`config.mk`:
```
export PLATFORM = sky130hd
export DESIGN_NAME = krt_cell
export DESIGN_NICKNAME = d
export VERILOG_FILES = /design/src/rtl/krt_pkg.sv /design/src/rtl/krt_cell.sv
export SDC_FILE = /design/constraint.sdc
export NUM_CORES = 1
export LEC_CHECK = 0
export ABC_AREA = 1
export BUFFER_PORTS_ARGS = -buffer_cell sky130_fd_sc_hd__buf_2
export CAP_MARGIN = 20
export CORE_MARGIN = 4
export CORE_UTILIZATION = 37
export CTS_CLUSTER_DIAMETER = 80
export DETAILED_ROUTE_END_ITERATION = 16
export PLACE_DENSITY = 0.76
export SLEW_MARGIN = 20
export SYNTH_ARGS = -nofsm -noshare
export SYNTH_HDL_FRONTEND = slang
export SYNTH_SLANG_ARGS = --single-unit
```
`constraint.sdc`:
```
create_clock -name clk -period 2.7 [get_ports clk]
set_clock_uncertainty 0.15 [all_clocks]
set_input_delay 0.81 -clock clk [delete_from_list [all_inputs] [get_ports clk]]
set_output_delay 0.81 -clock clk [all_outputs]
set_load 0.01 [all_outputs]
```
`src/rtl/krt_pkg.sv`:
```
`timescale 1ns / 1ps
// Package for the keyed record table: sizes, action and status codes, and
// the control struct handed from the table controller to each record cell.
// Depends on nothing.
package krt_pkg;

	localparam int ENTRIES  = 64;
	localparam int IDX_W    = (ENTRIES > 1) ? $clog2(ENTRIES) : 1;
	localparam int CNT_W    = $clog2(ENTRIES + 1);
	localparam int KEY_W    = 32;
	localparam int PAY_W    = 64;
	localparam int ACT_W    = 3;
	localparam int STAT_W   = 3;
	localparam int COUNT_W  = 7;

	localparam logic [ACT_W-1:0] ACT_INSERT = 3'd0;
	localparam logic [ACT_W-1:0] ACT_SELECT = 3'd1;
	localparam logic [ACT_W-1:0] ACT_UPDATE = 3'd2;
	localparam logic [ACT_W-1:0] ACT_DELETE = 3'd3;

	localparam logic [STAT_W-1:0] ST_OK        = 3'd0;
	localparam logic [STAT_W-1:0] ST_NOT_FOUND = 3'd1;
	localparam logic [STAT_W-1:0] ST_EXISTS    = 3'd2;
	localparam logic [STAT_W-1:0] ST_FULL      = 3'd3;
	localparam logic [STAT_W-1:0] ST_UNKNOWN   = 3'd4;

	// Per-cell control: take the neighbour's record, or take the broadcast record.
	typedef struct packed {
		logic shift;
		logic write;
	} krt_cell_ctl_t;

endpackage

```
`src/rtl/krt_cell.sv`:
```
`timescale 1ns / 1ps
// One record cell of the keyed record table: a key and a payload register.
// Depends on krt_pkg.
module krt_cell import krt_pkg::*; (
	input  logic                    clk,
	input  krt_cell_ctl_t           ctl,
	input  logic signed [KEY_W-1:0] nb_key,
	input  logic [PAY_W-1:0]        nb_pay,
	input  logic signed [KEY_W-1:0] wr_key,
	input  logic [PAY_W-1:0]        wr_pay,
	output logic signed [KEY_W-1:0] rec_key,
	output logic [PAY_W-1:0]        rec_pay
);

	logic signed [KEY_W-1:0] key_q;
	logic [PAY_W-1:0]        pay_q;

	// The write from the controller wins; shifts and writes never coincide.
	always_ff @(posedge clk) begin
		if (ctl.write) begin
			key_q <= wr_key;
			pay_q <= wr_pay;
		end else if (ctl.shift) begin
			key_q <= nb_key;
			pay_q <= nb_pay;
		end
	end

	assign rec_key = key_q;
	assign rec_pay = pay_q;

endmodule

```
==> impl_metrics.ini <==
[run_status]
outcome = completed

[synthesis]
ys_ff_latch = 96
syn_inst = 407
syn-cell-area_mm2 = 0.00412
ys_seq_area_share_pct = 69.9
synth_area_leader_cell = edfxtp_1
ys_types = 7
avgSynthCellArea_um2 = 10.1
yosysWarnings = 0
synth.area.top_cells = edfxtp_1 (70%), nand2_1 (26%), buf_2 (1.7%)
synth_top_area_share_pct = 69.9
syn_nets = 602

[floorplan]
die_h_um = 114
rows = 38
die_w_um = 114
core_mm2 = 0.0109
initial_core_util_pct = 37.9
dieArea_mm2 = 0.0129
io_pins = 291

[setup_path]
worstSetupEndpointType = flop
critPathTopFamily = buffers and inverters
critPathLaunchType = input pin
startpoint = ctl[0]
path_cells = buf_4 > buf_4 > nand2_1 > nand2_1
cp.required_ns = 2.77
critical_path.slowest_cell = buf_4
critPathMaxFanout = 96
arrival_ns = 1.96
slowest_delay_ns = 0.71
crit_buf_inv = 2
crit_type = in -> reg

[run]
drv_cap = 0

[hold_path]
hold_end = rec_pay[21]
hold_depth = 3
min_path_type = in -> reg
min_from = nb_pay[21]

[place]
dp_hpwl_um = 8810
gp_congestion = 0.839
dpl_worst_slack_ns = 0.409
io_buffers = 290

[clocking]
tritoncts = built
clk_pin_slew_ns = 0.09
cts_hold_buf = 0
cts_setup_buffers = 0
cts_buffers = 9
clock-sinks = 96
root_buffer = clkbuf_8
cts_max_path_buffers = 2
cts-resized-gates = 0
cts_max_level = 3

[finish]
area_delta_synth_final_pct = 41.8
antenna_cells = 0
regArea_mm2 = 0.00288
layout-drive-gt1-share_pct = 44.2
n_fill_cell = 982
fin_nets = 885
multi_input_area_mm2 = 0.00109

[routing]
dr.pass1.iters = 5
ant_nets = 0
vias = 3701
routed_wl_um = 11400
drtIter0Drc = 166
via_per_inst = 4.44
wl_per_cell_um = 13.6
drc = 0

[global_route]
grt_antenna_before_repair = 0
grt_pass1_vias = 3585
grt-ovfl-total = 0
grt_pass1_wl_um = 16700
grt_max_degree = 97
grt.total_usage_pct = 16.5

[sta]
setup_viol = 0
final.period_utilization_pct = 69.9
tightest_slew_ns = 0.925
worst_slack_ns = 0.813
fmax_mhz = 530
min_period_ns = 1.89
finalSetupTns_ns = 0
relSlewSlack_pct = 38.3
hold-worst-slack_ns = 0.570
rsz0062_at_grt = false
hold_violations = 0
maxSlewViolCount = 0

[pwr]
p_leak_nw = 3.11
ir_worst_vdd_v = 0.000284
power.density_mw_per_mm2 = 586
[cells in the mapped netlist, drive strengths merged]
master    n
buf      21
edfxtp   96
inv       1
nand2   288
or2       1
[layout make-up]
class                           count  area share [%]
Sequential cell                    96            49.3
Timing Repair Buffer              293            25.5
Clock inverter                      5            1.24
Multi-Input combinational cell    289            18.7
Clock buffer                       10            2.18
Inverter                            1           0.107
Tap cell                          140            3.00
[how the worst max path moves through the flow]
| stage | endpoint | depth (start not counted) |
|---|---|---|
| floorplan | rec_key[0] | 3 |
| global route | rec_pay[23] | 4 |
| CTS | rec_key[31] | 1 |
| finish | rec_pay[23] | 4 |
| global placement | rec_pay[23] | 4 |
| detailed placement | rec_pay[23] | 4 |
[logic make-up (layout without fill, tap and decap cells)]
family | after synthesis | in the layout | synth area share, %
buffers and inverters | 22 | 309 | 3.67
DFF | 96 | 96 | 69.9
and+or+nand+nor | 289 | 289 | 26.4
[per-layer routing]
layer	vias up	track usage [%]	wire length, um
li1	1864	-	-
met1	1611	18.4	4250
met2	212	29.1	5610
met3	14	5.36	1300
met4	0	6.73	203
met5	-	0	0
[state kept, by name (all words and copies together) (netlist names)]
register and cells:
rec_key 32, rec_pay 64
[metrics by stage]
stage	util [%]	total power, mW	cells	cell area (um^2)
6_report	53.7	3.42	834	5840
5_1_grt	53.7	3.59	834	5840
4_1_cts	53.7	3.47	834	5840
3_5_place_dp	51.8	2.50	819	5640
3_3_place_gp	51.8	2.48	819	5640
2_1_floorplan	-	2.16	407	4120
[cells in the final DEF (no fill, tap or decap), types with 2 or more instances in the layout]
cell type / synthesis / layout
buf_2: 14 / 289
buf_4: 1 / 3
bufinv_16: 0 / 2
clkbuf_8: 0 / 9
clkinv_1: 0 / 2
edfxtp_1: 96 / 96
nand2_1: 288 / 288
[power breakdown]
part / internal [mW] / switching, mW
sequential: 1.83 / 0.0402
combinational: 0.259 / 0.330
clock: 0.510 / 0.457
total: 2.60 / 0.827
[tightest hold or removal path, cell delays in order]
cell,delay (ns)
buf_2,0.07
nand2_1,0.04
nand2_1,0.04
No activity file was read; power rests on OpenSTA's default activity.
